$ cat config.mk
export PLATFORM = sky130hd
export DESIGN_NAME = nscas_queue
export DESIGN_NICKNAME = d
export VERILOG_FILES = /design/src/sv/nscas_pkg.sv /design/src/sv/nscas_queue.sv
export SDC_FILE = /design/constraint.sdc
export NUM_CORES = 1
export LEC_CHECK = 0
export BUFFER_PORTS_ARGS = -buffer_cell sky130_fd_sc_hd__buf_2
export CAP_MARGIN = 30
export CORE_ASPECT_RATIO = 1.75
export CORE_UTILIZATION = 60
export CTS_CLUSTER_SIZE = 24
export DETAILED_ROUTE_END_ITERATION = 12
export PLACE_DENSITY_LB_ADDON = 0.25
export SKIP_CTS_REPAIR_TIMING = 1
export SLEW_MARGIN = 5
export SYNTH_ARGS = -nofsm -noshare
export SYNTH_HDL_FRONTEND = slang
export SYNTH_SLANG_ARGS = --single-unit
$ cat constraint.sdc
create_clock -name clk -period 11.65 [get_ports clk]
set_input_delay 2.33 -clock clk [delete_from_list [all_inputs] [get_ports clk]]
set_output_delay 2.33 -clock clk [all_outputs]
set_load 0.02 [all_outputs]
$ cat src/sv/nscas_pkg.sv
// Shared types and constants of the near-station carrot aim shaper.
package nscas_pkg;

  localparam int POS_W      = 32;
  localparam int VEL_W      = 24;
  localparam int FRAC_W     = 16;
  localparam int RAD_W      = 23;
  localparam int NMIN_W     = 24;
  localparam int DIST_W     = POS_W + 1;
  localparam int BLEND_W    = FRAC_W + 1;
  localparam int CFG_IDX_W  = 4;
  localparam int CFG_DATA_W = 24;

  localparam logic [CFG_IDX_W-1:0] CFG_FAR  = 4'd0;
  localparam logic [CFG_IDX_W-1:0] CFG_NEAR = 4'd1;
  localparam logic [CFG_IDX_W-1:0] CFG_LOOK = 4'd2;
  localparam logic [CFG_IDX_W-1:0] CFG_NMIN = 4'd3;

  typedef enum logic [3:0] {
    RSN_NONE        = 4'd0,
    RSN_APPLIED     = 4'd1,
    RSN_BASE_BAD    = 4'd2,
    RSN_NOT_AIM     = 4'd3,
    RSN_NO_OWN_POS  = 4'd4,
    RSN_NO_TRACK    = 4'd5,
    RSN_TRACK_BAD   = 4'd6,
    RSN_GEOMETRY    = 4'd7,
    RSN_ARITH       = 4'd8,
    RSN_BEYOND_FAR  = 4'd9,
    RSN_TRACK_UNDEF = 4'd10
  } reason_t;

  typedef struct packed {
    logic                     is_owner;
    logic                     base_valid;
    logic                     route_is_aim_point;
    logic                     own_position_valid;
    logic                     track_available;
    logic                     track_finite;
    logic signed [POS_W-1:0]  aim_north;
    logic signed [POS_W-1:0]  aim_east;
    logic signed [POS_W-1:0]  own_north;
    logic signed [POS_W-1:0]  own_east;
    logic signed [VEL_W-1:0]  track_vel_north;
    logic signed [VEL_W-1:0]  track_vel_east;
  } in_t;

  typedef struct packed {
    logic                     evaluated;
    logic                     applied;
    logic [3:0]               reason_code;
    logic signed [POS_W-1:0]  out_north;
    logic signed [POS_W-1:0]  out_east;
    logic [DIST_W-1:0]        station_distance;
    logic [BLEND_W-1:0]       blend_fraction;
    logic [BLEND_W-1:0]       blend_weight;
    logic [VEL_W-1:0]         track_norm;
  } out_t;

  typedef struct packed {
    logic [RAD_W-1:0]  far;
    logic [RAD_W-1:0]  near;
    logic [RAD_W-1:0]  look;
    logic [NMIN_W-1:0] nmin;
  } cfg_t;

  // Classified item handed from the front to the back
  typedef struct packed {
    logic                     owner;
    logic                     go;
    reason_t                  rsn;
    logic signed [POS_W-1:0]  an;
    logic signed [POS_W-1:0]  ae;
    logic [DIST_W-1:0]        dn_mag;
    logic [DIST_W-1:0]        de_mag;
    logic [VEL_W-1:0]         vn_mag;
    logic [VEL_W-1:0]         ve_mag;
    logic                     vn_neg;
    logic                     ve_neg;
  } job_t;

endpackage

$ cat src/sv/nscas_queue.sv
// Short item queue between the front and the back.
module nscas_queue (
  input  logic             clk,
  input  logic             rst,
  input  logic             push,
  input  nscas_pkg::job_t  din,
  input  logic             pop,
  output logic             vld,
  output nscas_pkg::job_t  dout,
  output logic             full
);

  localparam int DEPTH = 4;
  localparam int PW    = $clog2(DEPTH);
  localparam int CW    = PW + 1;

  nscas_pkg::job_t mem [DEPTH];
  logic [PW-1:0]   wr;
  logic [PW-1:0]   rd;
  logic [CW-1:0]   count;

  // Advance pointers and fill level
  always_ff @(posedge clk) begin
    if (rst) begin
      wr    <= '0;
      rd    <= '0;
      count <= '0;
    end else begin
      if (push) wr <= wr + 1'b1;
      if (pop)  rd <= rd + 1'b1;
      count <= count + CW'(push) - CW'(pop);
    end
  end

  always_ff @(posedge clk) begin
    if (push) mem[wr] <= din;
  end

  assign vld  = count != '0;
  assign dout = mem[rd];
  // Leave room for the item held in the front register
  assign full = count >= CW'(DEPTH - 1);

endmodule

==> results.cfg <==
[global_route]
grt_pass1_vias = 12900
grt_util_all_layers_pct = 22.9
gr-usage-met3_pct = 5.30
grt_max_degree = 107
antenna_found_initial = 19
busiest_layer = met2
overflow = 0
grt_use_met1_pct = 26.9
grt_use_met2_pct = 39.9
grt_pass1_wl_um = 77000

[worst_setup_path]
critPathBufInv = 2
crit_path_end_kind = primary output
cp_cell_sequence = buf_4 -> mux4_2 -> buf_2
cp_data_arrival_time_ns = 3.07
path_delay_family = buffers and inverters
slowest_delay_ns = 0.95
crit_fanout = 63
crit_type = reg -> out
crit_slowest_cell = dfxtp_4
start_kind = register
crit_required_ns = 9.32

[final_layout]
fin_cells = 2063
fin_area_sq_um = 31900
n_fill_cell = 2622
drive_above_1_share_pct = 45.9
area_growth_pct = 16.8
multiInputGateArea_sq_um = 4440
nNetsFinal = 1630
regArea_sq_um = 22500

[outcome]
status = finished, final reports clean

[clocking]
htreeDepth = 2
cts_buffers = 59
cts_tree = done
clk_pin_slew_ns = 0.07
cts_buffer_depth = 3
clock_latency_ns = 0.60
root_buffer = clkbuf_16
clock_sinks = 753

[routing]
wire_per_inst_um = 25.3
first_pass_iters = 4
routed_wl_um = 52200
vias = 12000
route.detailed.drc = 0
ant_nets = 0
drt_iter0_markers = 819
viasPerCell = 5.82

[place]
hpwlAfterDp_um = 32700
gp_congestion = 0.739
place_worst_setup_slack_ns = 6.56
dpl.cell_count = 1947
dpl_cell_area_sq_um = 29800
portBuffers = 377

[die]
die_x_um = 163
rows = 103
initial_core_util_pct = 60.7
coreArea_sq_um = 45000
pin_count = 378
dieArea_sq_um = 46400
die_h_um = 284

[yosys]
yosys_warnings = 0
syn_inst = 1017
ys_seq_elements = 753
syn-num-nets = 1215
synth.cell_area_sq_um = 27300
yosysSeqAreaShare_pct = 82.5
synthTopCellsByArea = edfxtp_1 (82%), mux4_2 (15%), buf_6 (0.70%), dfxtp_1 (0.66%), buf_2 (0.37%)
synth_top_cell_by_area = edfxtp_1
avgSynthCellArea_sq_um = 26.8
yosys.area.top_type_share_pct = 81.9
synth_cell_types = 20

[timing]
final.setup.tns_ns = 0
timing.final.ws_setup_ns = 6.25
slew_viol_final = 0
fmax_mhz = 185
rsz0062_at_grt = false
slew_headroom_pct = 34.9
fin_crit_sh_pct = 46.4
period_needed_ns = 5.40
finalClockSkew_ns = 0.0128
finalSetupViolCount = 0
finalHoldViolCount = 0
tightestPinTransition_ns = 0.976

[power]
peakVddDrop_v = 0.000166
p_per_area_nw_per_um2 = 182
power_mw = 5.80
p_leak_nw = 10.7

[worst_hold_path]
hold_path.class = reg -> reg

[job]
drv_cap = 0
[path summary, 6_finish.rpt]
| path | from | to | slack (ns) | depth (start not counted) |
|---|---|---|---|---|
| hold reg to reg | rd[0] | register | 0.55 | 2 |
| hold / removal | rd[0] | register | 0.55 | 2 |
| setup reg to reg | wr[0] | mem[2][89] | 9.04 | 4 |
| setup / recovery | register | dout[0] | 6.25 | 3 |
[registers in the layout, summed over array words and instances, names as in the netlist, named ones only]
register and count:
count 3, rd 2, wr 2, mem 744
[metal layers]
layer,share of wire [%],vias to the layer above
met3,6.9,111
li1,-,5246
met5,0.19,-
met1,34,6244
met2,55,398
met4,3.7,16
[layout by cell type, fill, tap and decap left out, types with 2 or more instances in the layout]
cell type  Yosys  routed
clkinv_2       0      13
ha_1           7       7
buf_4          0      12
clkbuf_8       0       3
and2_4         0       4
bufinv_16      0       8
diode_2        0      10
clkinv_1       0       8
clkbuf_1       5       8
nor2b_1        2       2
inv_1          7       7
clkinv_4       0       2
dfxtp_4        0       2
xnor2_1        3       3
dfxtp_1        9       7
mux4_2       186     186
edfxtp_1     744     744
buf_16         0       5
buf_12         0       2
buf_2         20     377
clkbuf_16      0      61
nor2_1         5       5
[area by class of cell]
class                      count  share of cell area, %
clock inverter                33                   1.16
inverter                       7                 0.0825
multi-input combinational    215                   13.9
antenna                       10                 0.0785
sequential                   753                   70.7
tap                          577                   2.27
timing repair buffer         396                   6.76
clock buffer                  72                   5.02
[where the power goes]
group	switching, mW	internal [mW]	total (mW)	leakage [nW]
Sequential	0.0362	3.11	3.15	6.91
Clock	0.876	1.15	2.02	0.972
Combinational	0.377	0.249	0.627	2.78
Total	1.29	4.51	5.80	10.7
[cells in the mapped netlist (all sizes together)]
cell,number
fa,1
inv,7
mux2i,1
clkbuf,5
nand3,1
and2,4
buf,37
edfxtp,744
xnor2,3
ha,7
nand3b,1
mux4,186
a21bo,1
a21oi,1
nor2,5
o21ai,1
nand2,1
dfxtp,9
nor2b,2
[per-stage QoR]
step                      util [%]  hold WS, ns
after floorplan                  -        0.492
after global placement        66.1        0.504
after detailed placement      66.3        0.548
after CTS                     70.7        0.555
after global routing          70.8        0.594
final                         70.8        0.554
[cells by family (layout without fill, tap and decap cells)]
| family | count (synthesis) | after routing | share of synthesized area (%) |
|---|---|---|---|
| flops | 753 | 753 | 82.5 |
| mux | 187 | 187 | 15.4 |
| compound gates | 3 | 3 | 0.0733 |
| fa+ha+maj | 8 | 8 | 0.394 |
| simple gates | 14 | 14 | 0.266 |
| buf+inv | 49 | 508 | 1.23 |
| other cells | 0 | 10 | 0 |
| xor+xnor | 3 | 3 | 0.0963 |
[tightest hold or removal path, cell delays in order (launching register included)]
cell      delay [ns]
dfxtp_1         0.34
nand3b_1        0.09
a21oi_1         0.08
No activity file was read; power rests on OpenSTA's default activity.
