`src/sv/nscas_pkg.sv`:
```
// Shared types and constants of the near-station carrot aim shaper.
package nscas_pkg;

  localparam int POS_W      = 32;
  localparam int VEL_W      = 24;
  localparam int FRAC_W     = 16;
  localparam int RAD_W      = 23;
  localparam int NMIN_W     = 24;
  localparam int DIST_W     = POS_W + 1;
  localparam int BLEND_W    = FRAC_W + 1;
  localparam int CFG_IDX_W  = 4;
  localparam int CFG_DATA_W = 24;

  localparam logic [CFG_IDX_W-1:0] CFG_FAR  = 4'd0;
  localparam logic [CFG_IDX_W-1:0] CFG_NEAR = 4'd1;
  localparam logic [CFG_IDX_W-1:0] CFG_LOOK = 4'd2;
  localparam logic [CFG_IDX_W-1:0] CFG_NMIN = 4'd3;

  typedef enum logic [3:0] {
    RSN_NONE        = 4'd0,
    RSN_APPLIED     = 4'd1,
    RSN_BASE_BAD    = 4'd2,
    RSN_NOT_AIM     = 4'd3,
    RSN_NO_OWN_POS  = 4'd4,
    RSN_NO_TRACK    = 4'd5,
    RSN_TRACK_BAD   = 4'd6,
    RSN_GEOMETRY    = 4'd7,
    RSN_ARITH       = 4'd8,
    RSN_BEYOND_FAR  = 4'd9,
    RSN_TRACK_UNDEF = 4'd10
  } reason_t;

  typedef struct packed {
    logic                     is_owner;
    logic                     base_valid;
    logic                     route_is_aim_point;
    logic                     own_position_valid;
    logic                     track_available;
    logic                     track_finite;
    logic signed [POS_W-1:0]  aim_north;
    logic signed [POS_W-1:0]  aim_east;
    logic signed [POS_W-1:0]  own_north;
    logic signed [POS_W-1:0]  own_east;
    logic signed [VEL_W-1:0]  track_vel_north;
    logic signed [VEL_W-1:0]  track_vel_east;
  } in_t;

  typedef struct packed {
    logic                     evaluated;
    logic                     applied;
    logic [3:0]               reason_code;
    logic signed [POS_W-1:0]  out_north;
    logic signed [POS_W-1:0]  out_east;
    logic [DIST_W-1:0]        station_distance;
    logic [BLEND_W-1:0]       blend_fraction;
    logic [BLEND_W-1:0]       blend_weight;
    logic [VEL_W-1:0]         track_norm;
  } out_t;

  typedef struct packed {
    logic [RAD_W-1:0]  far;
    logic [RAD_W-1:0]  near;
    logic [RAD_W-1:0]  look;
    logic [NMIN_W-1:0] nmin;
  } cfg_t;

  // Classified item handed from the front to the back
  typedef struct packed {
    logic                     owner;
    logic                     go;
    reason_t                  rsn;
    logic signed [POS_W-1:0]  an;
    logic signed [POS_W-1:0]  ae;
    logic [DIST_W-1:0]        dn_mag;
    logic [DIST_W-1:0]        de_mag;
    logic [VEL_W-1:0]         vn_mag;
    logic [VEL_W-1:0]         ve_mag;
    logic                     vn_neg;
    logic                     ve_neg;
  } job_t;

endpackage

```
`src/sv/nscas_front.sv`:
```
// Front end: takes an item, checks its gates and forms the position differences.
module nscas_front (
  input  logic                clk,
  input  logic                rst,
  input  logic                take,
  input  nscas_pkg::in_t      item,
  output logic                job_vld,
  output nscas_pkg::job_t     job
);

  nscas_pkg::job_t               job_next;
  logic [nscas_pkg::DIST_W-1:0]  dn;
  logic [nscas_pkg::DIST_W-1:0]  de;

  // Classify the item and take the magnitudes apart
  always_comb begin
    job_next.owner = item.is_owner;
    job_next.go    = 1'b0;
    priority if (!item.is_owner)       job_next.rsn = nscas_pkg::RSN_NONE;
    else if (!item.base_valid)         job_next.rsn = nscas_pkg::RSN_BASE_BAD;
    else if (!item.route_is_aim_point) job_next.rsn = nscas_pkg::RSN_NOT_AIM;
    else if (!item.own_position_valid) job_next.rsn = nscas_pkg::RSN_NO_OWN_POS;
    else if (!item.track_available)    job_next.rsn = nscas_pkg::RSN_NO_TRACK;
    else if (!item.track_finite)       job_next.rsn = nscas_pkg::RSN_TRACK_BAD;
    else begin
      job_next.rsn = nscas_pkg::RSN_NONE;
      job_next.go  = 1'b1;
    end
    dn = {item.aim_north[nscas_pkg::POS_W-1], item.aim_north}
       - {item.own_north[nscas_pkg::POS_W-1], item.own_north};
    de = {item.aim_east[nscas_pkg::POS_W-1], item.aim_east}
       - {item.own_east[nscas_pkg::POS_W-1], item.own_east};
    job_next.an     = item.aim_north;
    job_next.ae     = item.aim_east;
    job_next.dn_mag = dn[nscas_pkg::DIST_W-1] ? ~dn + 1'b1 : dn;
    job_next.de_mag = de[nscas_pkg::DIST_W-1] ? ~de + 1'b1 : de;
    job_next.vn_neg = item.track_vel_north[nscas_pkg::VEL_W-1];
    job_next.ve_neg = item.track_vel_east[nscas_pkg::VEL_W-1];
    job_next.vn_mag = job_next.vn_neg ? ~item.track_vel_north + 1'b1 : item.track_vel_north;
    job_next.ve_mag = job_next.ve_neg ? ~item.track_vel_east + 1'b1 : item.track_vel_east;
  end

  // Hold the classified item for the queue
  always_ff @(posedge clk) begin
    if (rst) begin
      job_vld <= 1'b0;
    end else begin
      job_vld <= take;
    end
  end

  always_ff @(posedge clk) begin
    job <= job_next;
  end

endmodule

```
`config.mk`:
```
export PLATFORM = sky130hd
export DESIGN_NAME = nscas_front
export DESIGN_NICKNAME = d
export VERILOG_FILES = /design/src/sv/nscas_pkg.sv /design/src/sv/nscas_front.sv
export SDC_FILE = /design/constraint.sdc
export NUM_CORES = 1
export LEC_CHECK = 0
export BUFFER_PORTS_ARGS = -buffer_cell sky130_fd_sc_hd__buf_2
export CAP_MARGIN = 10
export CORE_AREA = 2 2 146 148
export DETAILED_ROUTE_END_ITERATION = 16
export DIE_AREA = 0 0 148 150
export HOLD_SLACK_MARGIN = 0.02
export PLACE_DENSITY = 0.83
export SLEW_MARGIN = 5
export SYNTH_ARGS = -nofsm -noshare
export SYNTH_HDL_FRONTEND = slang
export SYNTH_SLANG_ARGS = --single-unit
```
`constraint.sdc`:
```
create_clock -name clk -period 11.65 [get_ports clk]
set_input_delay 2.33 -clock clk [delete_from_list [all_inputs] [get_ports clk]]
set_output_delay 2.33 -clock clk [all_outputs]
set_load 0.03 [all_outputs]
```
==> results of run 1 <==
-- cell families (layout without fill, tap and decap cells) --
kind of cell | Yosys count | in the layout | share of synthesized area
AO/OA/AOI/OAI | 316 | 316 | 0.203
XOR/XNOR | 151 | 151 | 0.127
flip-flops | 186 | 186 | 0.358
buffers and inverters | 129 | 493 | 0.0481
AND/OR/NAND/NOR | 350 | 350 | 0.174
adder cells (fa/ha/maj) | 70 | 70 | 0.0858
multiplexers | 4 | 4 | 0.00397
other | 1 | 2 | 0.000361
-- worst paths after layout --
kind	to	slack, ns	cells after the start
max	job[111]	5.99	13
min	job[116]	2.01	1
-- where the power goes --
group          internal (mW)  switching [mW]
sequential             0.745          0.0294
clock                  0.285           0.275
combinational          0.269           0.552
total                   1.30           0.856
-- critical path, delay by kind of cell --
family                     cells  cell delay [ns]
xor gates and xnor gates       2             0.35
buffers and inverters          2             0.12
and+or+nand+nor                3             1.25
adders and majority gates      1             0.36
AOI/OAI and AO/OA              5             1.56
-- metal layers --
| metal | up-vias | share of wire | track usage |
|---|---|---|---|
| met1 | 4661 | 0.39 | 0.282 |
| met4 | 2 | 0.020 | 0.0829 |
| met2 | 387 | 0.53 | 0.485 |
| li1 | 5016 | - | - |
| met5 | - | 0.00034 | 0 |
| met3 | 48 | 0.062 | 0.0515 |
-- registers in the layout, summed over array words and instances, names as in the netlist --
name,flops
job,185
job_vld,1
-- synthesized netlist by cell type (all sizes together) (5+ instances only) --
library cell,instances,area (um^2)
nor3,20,100
o211a,5,50.1
o31ai,16,120
nand3b,7,52.6
a221o,6,62.6
inv,90,338
o21ai,69,345
ha,68,851
o21bai,5,37.5
a21o,19,143
xor2,45,394
buf,6,37.5
nand2b,19,119
a31oi,18,128
clkbuf,33,124
or3,13,86.3
nor2,79,297
o21a,9,67.6
dfxtp,186,3720
a21oi,86,434
and4,7,61.3
a211oi,14,105
o2111ai,7,61.3
or4,8,60.1
or2,8,50.1
o211ai,9,67.6
a41oi,6,52.6
o41ai,14,123
nor4,10,68.8
and3,13,81.3
nand3,26,130
a31o,6,52.6
and2,10,66.3
xnor2,106,928
nor2b,12,75.1
nand2,87,329
nand4,20,125
-- layout make-up --
type / instances / share of cell area
Tap cell: 275 / 0.0264
Inverter: 90 / 0.0260
Clock inverter: 15 / 0.0114
Antenna cell: 1 / 0.000192
Multi-Input combinational cell: 892 / 0.474
Timing Repair Buffer: 371 / 0.143
Sequential cell: 186 / 0.286
Clock buffer: 17 / 0.0327
-- cell usage in the layout, fill, tap and decap left out, types with 14 or more instances in the layout --
cell type / n
o21ai_0: 69
xor2_1: 45
dfxtp_1: 186
nand2_1: 86
nor2_1: 79
xnor2_1: 106
nor3_1: 20
a31oi_1: 16
nand3_1: 26
nand4_1: 20
buf_2: 370
o41ai_1: 14
a21o_1: 19
a21oi_1: 85
a211oi_1: 14
o31ai_1: 16
clkbuf_16: 17
inv_1: 90
nand2b_1: 19
ha_1: 68
-- metrics by stage --
stage / power [mW] / hold slack (ns)
after detailed placement: 1.60 / 2.45
after global placement: 1.59 / 2.45
after floorplan: 1.36 / 2.36
final: 2.16 / 2.01
after global routing: 2.26 / 1.99
after CTS: 2.17 / 1.99
==> impl.org, run 1 <==
** Clock tree
- The H-tree was split into 4 levels.
- Post-CTS setup-driven buffer insertion count :: 0
- Counting the buffers created by CTS gives 17.
- Hold repair after CTS inserted 0 buffers.
- The clock drives approximately 190 sinks.
- Clock-pin slew on the worst setup and hold paths :: roughly 0.07 ns
- Cells resized by post-CTS repair :: 0
- No sink is reached through more buffers than the 2 on the longest clock path.
- Root Buffer Master :: clkbuf_16
- TritonCTS clock tree :: yes

** Synthesis
- Number of synthesized register bits :: 186
- For this run, asynchronously set or reset flops after synthesis account for 0.
- After synthesis the cells add up to just over 10000 um^2.
- Yosys cell types :: slightly below 80
- Average cell area after synthesis :: 8.61 um^2
- During synthesis, Yosys emitted a total of 0 warnings.
- EDFF count, synth :: 0
- Counting every instance in the synthesized netlist gives between 1000 and 1500.
- Most common flop cell mapped by yosys :: dfxtp_1
- Counting every net in the synthesized netlist gives 1462.
- Post-synthesis sequential area ratio :: 0.358

** Worst setup path
- Worst path arrival time :: 5.97 ns
- Cell with the most instances on the worst path :: nor3_1
- The most critical setup path has its startpoint at item[83].
- Crit path largest cell delay :: a little under 0.6 ns
- Of all nets on the critical path, the largest fanout is 9.
- The worst setup path is captured at a register.
- The setup path with the least slack is of type primary input to register.
- Chain of cells forming the critical path :: buf_2 -> inv_1 -> ha_1 -> o21ai_0 -> a21oi_1 -> a311oi_2 -> o31ai_1 -> xor2_1 -> nor3_1 -> nand4_1 -> nor3_1 -> a31oi_1 -> xnor2_1
- Critical-path cell with the highest stage delay :: nor3_1
- The worst setup path is launched from a primary input.
- STA puts the critical path data required time at 11.96 ns.

** Die
- The die is 148 um wide.
- Top Ports :: 372
- Chip height :: 150 um
- The die covers 22200 um^2.
- After floorplanning, the core was divided into 53 placement rows.
- For this configuration, the core starts out at a cell density of 0.502.
- After floorplanning, the core was sized to cover 20700 um^2.

** Final layout
- Of the cells placed in the final design, the portion with a size suffix greater than 1 is 0.276.
- After the flow finishes, the layout carries non-filler instances totaling between 1500 and 2000.
- The finished cells cover 13000 um^2.
- After filler insertion, the fill cell instance count of the layout stands at approximately 1800.
- The final layout contains 1813 nets.
- Share of the core filled with cells :: 0.629
- Combined flip-flop and latch cell area :: 3720 um^2
- Area grow syn2layout :: 25.3%
- Total area of multi-input combinational cells :: 6170 um^2

** Placement
- Once detailed placement completed, the half-perimeter wirelength came to 23900 um.
- After detailed placement, the total cell area comes to 12400 um^2.
- In this run, placement finished with an instance count of 1814.
- Port-buffer cells :: 370
- At the end of routability-driven placement, the weighted congestion stood at 0.884.
- OpenSTA, run right after detailed placement, puts the worst setup slack at 5.68 ns.

** Power
- Static leakage :: 6.12 nW
- VDD sags by at most roughly 0.094 mV.
- Pwr/cell area :: 166 nW/um^2

** Timing
- The number of pins exceeding their max-slew limit in the final report was 0.
- After layout, the minimum clock period comes to 5.66 ns.
- Setup slack after layout :: 5.99 ns
- The count of endpoints failing hold in the final timing report came to 0.
- RSZ-0062 raised after global routing :: no
- Measured against its own limit, the worst slew margin works out to 0.331.
- For the final routed database, the setup TNS stands at 0 ns.
- For the pin with the worst max-slew slack, the measured transition is 1.00 ns.
- Dividing the final minimum period by the clock period gives 0.486.
- Setup violations remaining at the end of the flow were counted as 0.
- Static timing analysis puts the maximum clock frequency at about 180 MHz.

** Detailed routing
- Dividing the detail-routed wire length by the instance count gives around 16 um.
- For this run, the detailed router's first-pass iteration total came to 6.
- The routed design has between 20000 and 30000 um of wire.
- Via count :: 10100
- The first routing iteration left 507 violations.
- Remaining antenna violation count after routing :: 0
- After detailed routing, the number of remaining DRC violations is 0.
- Using the TritonRoute via totals, the vias-per-cell ratio works out to between 5 and 6.

** GRT
- First-pass GRT wire length :: 46200 um
- For this run, the total global-route usage over all layers was measured as 0.255.
- Maximum number of pins on one net before global-route repair :: 26
- GR Overflow Total :: 0
- The initial antenna violation count is 2.
- Vias in the first global route :: 9625

** Worst hold path
- HP Start :: item[112]
- Tightest Hold Check Type :: primary input to register

** Run
- The tool flagged a number of max-cap violations equal to 0.

** Outcome
- Result of the run :: complete, no violations
(Power assumes the default switching activity.)
==> run 2: changes to the inputs <==
--- a/config.mk
+++ b/config.mk
@@ -7,11 +7,10 @@
 export LEC_CHECK = 0
 export BUFFER_PORTS_ARGS = -buffer_cell sky130_fd_sc_hd__buf_2
 export CAP_MARGIN = 10
-export CORE_AREA = 2 2 146 148
+export CORE_UTILIZATION = 51
 export DETAILED_ROUTE_END_ITERATION = 16
-export DIE_AREA = 0 0 148 150
 export HOLD_SLACK_MARGIN = 0.02
-export PLACE_DENSITY = 0.83
+export PLACE_DENSITY = 0.84
 export SLEW_MARGIN = 5
 export SYNTH_ARGS = -nofsm -noshare
 export SYNTH_HDL_FRONTEND = slang
==> constraint.sdc (replaced) <==
create_clock -name clk -period 5.3 [get_ports clk]
set_input_delay 1.06 -clock clk [delete_from_list [all_inputs] [get_ports clk]]
set_output_delay 1.06 -clock clk [all_outputs]
set_load 0.03 [all_outputs]
==> run 2 against run 1 <==
Net effect:
- largest power group unchanged
- sequential share of layout area is essentially flat
- hold slack worse by 1.3 ns
- global-route usage increased by 1.1 points
- worst setup slack got worse by 5.0 ns
- clock-buffer cell count up 1
- non-clock buffer count up 2
- highest routed layer unchanged
- combinational power up 120%
- core utilization up 3.1 points
==> impl.org, run 2 (same netlist as run 1, synthesis figures left out) <==
** Outcome
- The flow ran to the end, and the final reports show no timing, DRC or antenna violations.

** Timing
- The routed design could run at a clock period as short as 4.27 ns.
- Number of hold violations in the final report :: 0 (unchanged)
- The number of pins exceeding their max-slew limit in the final report was 0 (unchanged).
- The smallest hold slack was 0.732 ns (-1.28 ns).
- Of the available clock period, the critical path in the final layout requires 0.806.
- The final count of negative-setup-slack endpoints was 0 (unchanged).
- Final TNS setup :: 0 ns (unchanged)
- Worst-Margin Slew :: 0.654 ns (-0.346 ns)
- Max Clk Rate :: 234 MHz
- Worst slew margin relative to its limit :: 0.559 (+0.228)
- RSZ-0062 raised after global routing :: no

** Die
- The effective utilization at floorplan came to 0.527 (+0.0248).
- The die width came to 145 um (-2.2%).
- Top Ports :: 372 (unchanged)
- The number of cell rows was 51 (-3.8%).
- Core area :: 19700 um^2 (-4.7%)
- The vertical die dimension was 145 um (-3.5%).
- Full die area :: 20900 um^2 (-5.7%)

** Worst setup path
- Crit path largest cell delay :: 0.58 ns (about the same)
- Req. time, crit path :: 5.60 ns (-6.36 ns)
- Traced cell by cell, the critical path runs through buf_2 -> inv_1 -> ha_1 -> o21ai_0 -> a21oi_1 -> buf_4 -> a311oi_2 -> o31ai_1 -> xor2_1 -> nor3_1 -> nand4_1 -> nor3_1 -> a41oi_1 -> xnor2_1.
- The worst setup path is of the primary input to register kind.
- The highest fanout seen on the critical path came to 9 (unchanged).
- In this design, the critical path's most frequently occurring cell is nor3_1.
- The worst endpoint data arrival time came to 4.57 ns (-1.40 ns).
- Critical-path cell with the highest stage delay :: nor3_1
- STA classifies the critical path endpoint as a register.
- CP Launch Type :: primary input

** Detailed routing
- Via count :: 10200 (+1.1%)
- Remaining antenna violation count after routing :: 0 (unchanged)
- Via density per instance :: 5.56 (+1.5%)
- The post-detailed-route DRC marker count is 0 (unchanged).
- Highest metal layer with signal wires :: met5
- Met3 WL :: 1640 um (-9.9%)
- The met2 wirelength from detailed routing is 14600 um (-6.3%).
- DRT Pass-1 Iters :: 4 (-2)
- Met1 routed wirelength after detailed routing :: 11500 um (-0.31%)
- Overall routed net length :: 28800 um (-2.4%)
- The number of violations reported at the end of detailed-routing iteration 0 was 631 (+24%).
- The average routed wire per standard cell came to 15.7 um (-2.0%).

** Final layout
- Most common library cell in the layout ignoring fill and taps :: buf_2
- Counting flops per register, the top entry is job.
- Leaving out fill and tap cells, the most frequent cells in the layout are 370 x buf_2, 186 x dfxtp_1, 106 x xnor2_1, 90 x inv_1, 86 x nand2_1.
- The proportion of layout cells with a drive suffix above 1 came to 0.275 (-0.000350).
- Area grow syn2layout :: 25.3% (about the same)
- Largest registers :: job x185, job_vld x1
- The final net count came to 1815 (+0.11%).
- Largest register FFs :: 185 (unchanged)

** Power
- The largest vdd supply drop came to 0.225 mV (+140%).
- The power density relative to cell area is 364 nW/um^2 (+120%).
- Static leakage :: 6.13 nW (+0.21%)

** Clock tree
- Clock-pin slew on the worst setup and hold paths :: 0.08 ns (about the same)
- Clk sink count :: 186 (unchanged)
- Clock buffer depth :: 2 (unchanged)
- The maximum level of the CTS H-tree was 4 (unchanged).
- The number of gates given a new drive strength after cts is 0 (unchanged).
- TritonCTS clock tree :: yes
- Hold-fix buffers at CTS :: 0 (unchanged)
- Root Buffer Master :: clkbuf_16
- The CTS buffer count is 17 (unchanged).
- Post-CTS setup-driven buffer insertion count :: 0 (unchanged)

** Placement
- The HPWL after detailed placement came to 23100 um (-3.5%).
- The global placement routability congestion is 0.905 (+2.4%).
- Port-buffer cells :: 370 (unchanged)

** GRT
- Initial antenna violation count :: 2 (unchanged)
- The global-route total usage across every layer came to 0.266 (+0.0114).
- Vias in the first global route :: 9383 (-2.5%)
- GR Overflow Total :: 0 (unchanged)
- The global-route wire length before repair was 44200 um (-4.3%).
- The largest net degree at the start of global routing is 26 (unchanged).

** Worst hold path
- Tightest Hold Check Type :: primary input to register

** Run
- Max-capacitance violation count :: 0 (unchanged)
[run 2: cell count changes in the layout (fill, tap and decap cells not counted)]
cell and change:
buf_4 +2, a31oi_1 +1, a31oi_2 -1, clkbuf_1 +1, clkinv_2 -1, clkinv_4 +1
clkinv_8 +1, clkinvlp_4 -1, inv_6 -1
[run 2: layout make-up]
| cell class | count | area (um^2) |
|---|---|---|
| clock buffers | 18 | 429 |
| fillers | 1616 | 6700 |
| clock inverters | 14 | 153 |
| flip-flops and latches | 186 | 3720 |
| inverters | 90 | 338 |
| well taps | 265 | 332 |
| repair buffers | 373 | 1870 |
| diodes | 1 | 2.50 |
| multi-input cells | 892 | 6170 |
[run 2: path summary, 6_finish.rpt]
path                   from        to  slack (ns)  cells past startpoint
setup / recovery   item[82]  job[112]        1.03                     14
hold / removal    item[112]  job[116]        0.73                      1
[run 2: per-layer routing]
metal / vias up / GRT usage
li1: 5018 / -
met4: 2 / 0.119
met1: 4715 / 0.300
met2: 411 / 0.486
met3: 76 / 0.0467
met5: - / 0
[run 2: report_power, final]
group	internal, mW	switching (mW)	leakage [nW]	total [mW]
combinational	0.594	1.20	4.28	1.79
sequential	1.64	0.0626	1.57	1.70
clock	0.631	0.613	0.284	1.24
total	2.86	1.87	6.13	4.74
[run 2: critical path, delay by kind of cell]
family,cells,cell delay (ns)
adders and majority gates,1,0.34
xor gates and xnor gates,2,0.36
and+or+nand+nor,3,1.29
AOI/OAI and AO/OA,5,1.24
buffers and inverters,3,0.29
[run 2: metrics by stage]
stage	setup slack, ns	instances	util	area [um^2]	power (mW)
floorplan	1.18	1207	-	10400	2.98
global placement	0.788	1806	0.631	12400	3.47
detailed placement	0.677	1806	0.631	12400	3.50
CTS	1.08	1838	0.660	13000	4.75
global route	0.736	1839	0.660	13000	4.98
finish	1.03	1839	0.660	13000	4.74
==> run 3: changes to the inputs <==
--- a/config.mk
+++ b/config.mk
@@ -7,10 +7,11 @@
 export LEC_CHECK = 0
 export BUFFER_PORTS_ARGS = -buffer_cell sky130_fd_sc_hd__buf_2
 export CAP_MARGIN = 10
-export CORE_UTILIZATION = 51
+export CORE_ASPECT_RATIO = 1.75
+export CORE_UTILIZATION = 46
 export DETAILED_ROUTE_END_ITERATION = 16
 export HOLD_SLACK_MARGIN = 0.02
-export PLACE_DENSITY = 0.84
+export PLACE_DENSITY = 0.8
 export SLEW_MARGIN = 5
 export SYNTH_ARGS = -nofsm -noshare
 export SYNTH_HDL_FRONTEND = slang
==> constraint.sdc (replaced) <==
create_clock -name clk -period 3.7 [get_ports clk]
set_input_delay 0.74 -clock clk [delete_from_list [all_inputs] [get_ports clk]]
set_output_delay 0.74 -clock clk [all_outputs]
set_load 0.03 [all_outputs]
==> run 3 against run 2 <==
Net effect:
- clock-buffer cell count up 1
- final cell count up 14%
- combinational power up 70%
- clock power up 48%
- sequential share of layout area down 3.6 points
- cell area up 15%
- global-route usage up 3.5 points
- sequential power up 44%
- die area up 11%
==> impl.org, run 3 (same netlist as run 1, synthesis figures left out) <==
** Die
- Effective utilization at floorplan :: 0.469 (-0.0581)
- The area of the placeable core came to 22200 um^2 (+12%).
- Width of the chip :: 116 um (-20%)
- The vertical die dimension came to 201 um (+39%).
- Top Ports :: 372 (unchanged)
- The number of cell rows came to 72 (+41%).
- The die outline area came to 23200 um^2 (+11%).

** Detailed routing
- The post-detailed-route DRC marker count is 0 (unchanged).
- The routed via count divided by cell count came to 5.33 (-4.1%).
- The length of the first detailed-routing pass in iterations was 5 (+1).
- Remaining antenna violation count after routing :: 0 (unchanged)
- Overall routed net length :: 34500 um (+20%)
- The number of violations reported at the end of detailed-routing iteration 0 was 485 (-23%).
- The average routed wire per standard cell came to 16.4 um (+4.6%).
- Via count :: 11200 (+9.8%)

** Worst setup path
- Worst path arrival time :: 3.91 ns (-0.66 ns)
- The highest fanout seen on the critical path was 5 (-4).
- Req. time, crit path :: 4.05 ns (-1.55 ns)
- Critical path launch point :: item[112]
- The worst setup path is of the primary input to register kind.
- Capture point of the critical path :: job[81]
- The worst setup path is captured at a register.
- STA classifies the critical path startpoint as a primary input.

** Timing
- For this run, the top clock speed supported by timing is 281 MHz.
- Final TNS setup :: 0 ns (unchanged)
- The count of endpoints failing hold in the final timing report was 0 (unchanged).
- The smallest hold slack came to 0.383 ns (-0.349 ns).
- Setup slack after layout :: 0.142 ns (-0.883 ns)
- The worst slew slack as a fraction of its limit came to 0.589 (+0.0294).
- The number of pins exceeding their max-slew limit in the final report was 0 (unchanged).
- Setup repair after global routing left no endpoint under its margin.
- Final Cycle Share :: 0.961
- Clock period minus final worst setup slack :: 3.56 ns
- The transition at the pin with the smallest max-transition slack is 0.609 ns (-0.0450 ns).
- Final setup violation count :: 0 (unchanged)

** Final layout
- Largest Register :: job
- The library cell used most frequently in the layout, excluding fill and tap cells, is buf_2.
- The final net count is 2048 (+13%).
- Most frequent cells in the layout :: 370 x buf_2, 234 x buf_4, 186 x dfxtp_1, 106 x xnor2_1, 90 x inv_1
- Largest register FFs :: 185 (unchanged)
- Area grow syn2layout :: 43.5%
- The largest registers in the layout are job x185, job_vld x1.
- Ratio of cells with drive above 1 in the final layout :: 0.375 (+0.0996)

** GRT
- Maximum number of pins on one net before global-route repair :: 26 (unchanged)
- GR Overflow Total :: 0 (unchanged)
- The initial antenna violation count is 4 (+2).
- First-pass GRT wire length :: 53900 um (+22%)
- The global-route total usage across every layer came to 0.301 (+0.0354).
- The number of global-route vias before repair is 11500 (+22%).

** Clock tree
- Clock buffer depth :: 2 (unchanged)
- The number of buffers inserted for hold repair after clock tree synthesis came to 0 (unchanged).
- The maximum level of the CTS H-tree was 4 (unchanged).
- TritonCTS clock tree :: yes
- Clk sink count :: 186 (unchanged)
- The cell sitting at the root of the clock tree is a clkbuf_16.
- Post-CTS setup-driven buffer insertion count :: 0 (unchanged)
- The clock transition time at the flip-flop clock pins of the worst setup and hold paths came to 0.07 ns (about the same).
- Number of clock buffers inserted by TritonCTS :: 17 (unchanged)

** Placement
- Placer Congestion :: 0.895 (-1.1%)
- The HPWL after detailed placement is 28500 um (+23%).
- The number of port buffers was 370 (unchanged).
- The worst slack at placement was -0.332 ns (-1.01 ns).

** Outcome
- Result of the run :: complete, no violations

** Power
- The standby leakage power was 7.27 nW (+19%).
- The largest vdd supply drop is 0.432 mV (+92%).
- The power density relative to cell area is 491 nW/um^2 (+35%).
- The sum of internal, switching and leakage power is 7.33 mW (+55%).

** Run
- The max-cap check violation count came to 0 (unchanged).

** Worst hold path
- The worst hold path belongs to the class primary input to register.
-- run 3: changes by cell type in the layout (fill, tap and decap cells not counted), sizes merged --
cell,delta
buf,+233
clkinv,-5
clkinvlp,+3
bufinv,+1
clkbuf,+1
diode,+1
-- run 3: final cells by class --
class                           instances  area, um^2
Inverter                               90         338
Sequential cell                       186        3720
Fill cell                            1829        7250
Clock inverter                         13         131
Timing Repair Buffer                  606        3650
Tap cell                              296         370
Multi-Input combinational cell        892        6240
Antenna cell                            2        5.00
Clock buffer                           19         453
-- run 3: worst min path at each step --
stage / startpoint / end / cells past startpoint
after floorplan: item[23] / job[0] / 0
after global placement: item[144] / job[148] / 1
after detailed placement: item[144] / job[148] / 1
after CTS: item[115] / job[119] / 1
after global routing: item[122] / job[126] / 1
final: item[122] / job[126] / 1
-- run 3: where the power goes --
part	internal, mW	switching [mW]
Clock	0.981	0.857
Sequential	2.35	0.0958
Combinational	1.18	1.87
-- run 3: metal layers --
| layer | up-vias | GRT usage | part of all wire |
|---|---|---|---|
| met5 | - | 0 | 0.00084 |
| met4 | 4 | 0.188 | 0.050 |
| met3 | 108 | 0.0673 | 0.057 |
| met2 | 463 | 0.599 | 0.57 |
| met1 | 5171 | 0.257 | 0.33 |
| li1 | 5475 | - | - |
-- run 3: repair_timing --
action,in CTS,in global routing
gates resized for setup,0,1
endpoints found under the setup margin,0,1
endpoints found under the hold margin,0,0
-- run 3: worst max-delay path, stage by stage --
cell	delay, ns
buf_2	0.09
inv_1	0.04
ha_1	0.21
fa_2	0.37
nand2b_1	0.19
a21oi_2	0.14
buf_4	0.16
o2111ai_2	0.15
a21oi_2	0.23
or4b_2	0.15
o211ai_1	0.10
or4b_1	0.55
or2_4	0.25
o41a_1	0.41
xnor2_1	0.13
-- run 3: per-stage QoR --
step	util	instances	instance area (um^2)
2_1_floorplan	-	1207	10500
3_3_place_gp	0.646	2070	14300
3_5_place_dp	0.646	2070	14300
4_1_cts	0.672	2102	14900
5_1_grt	0.673	2104	14900
6_report	0.673	2104	14900
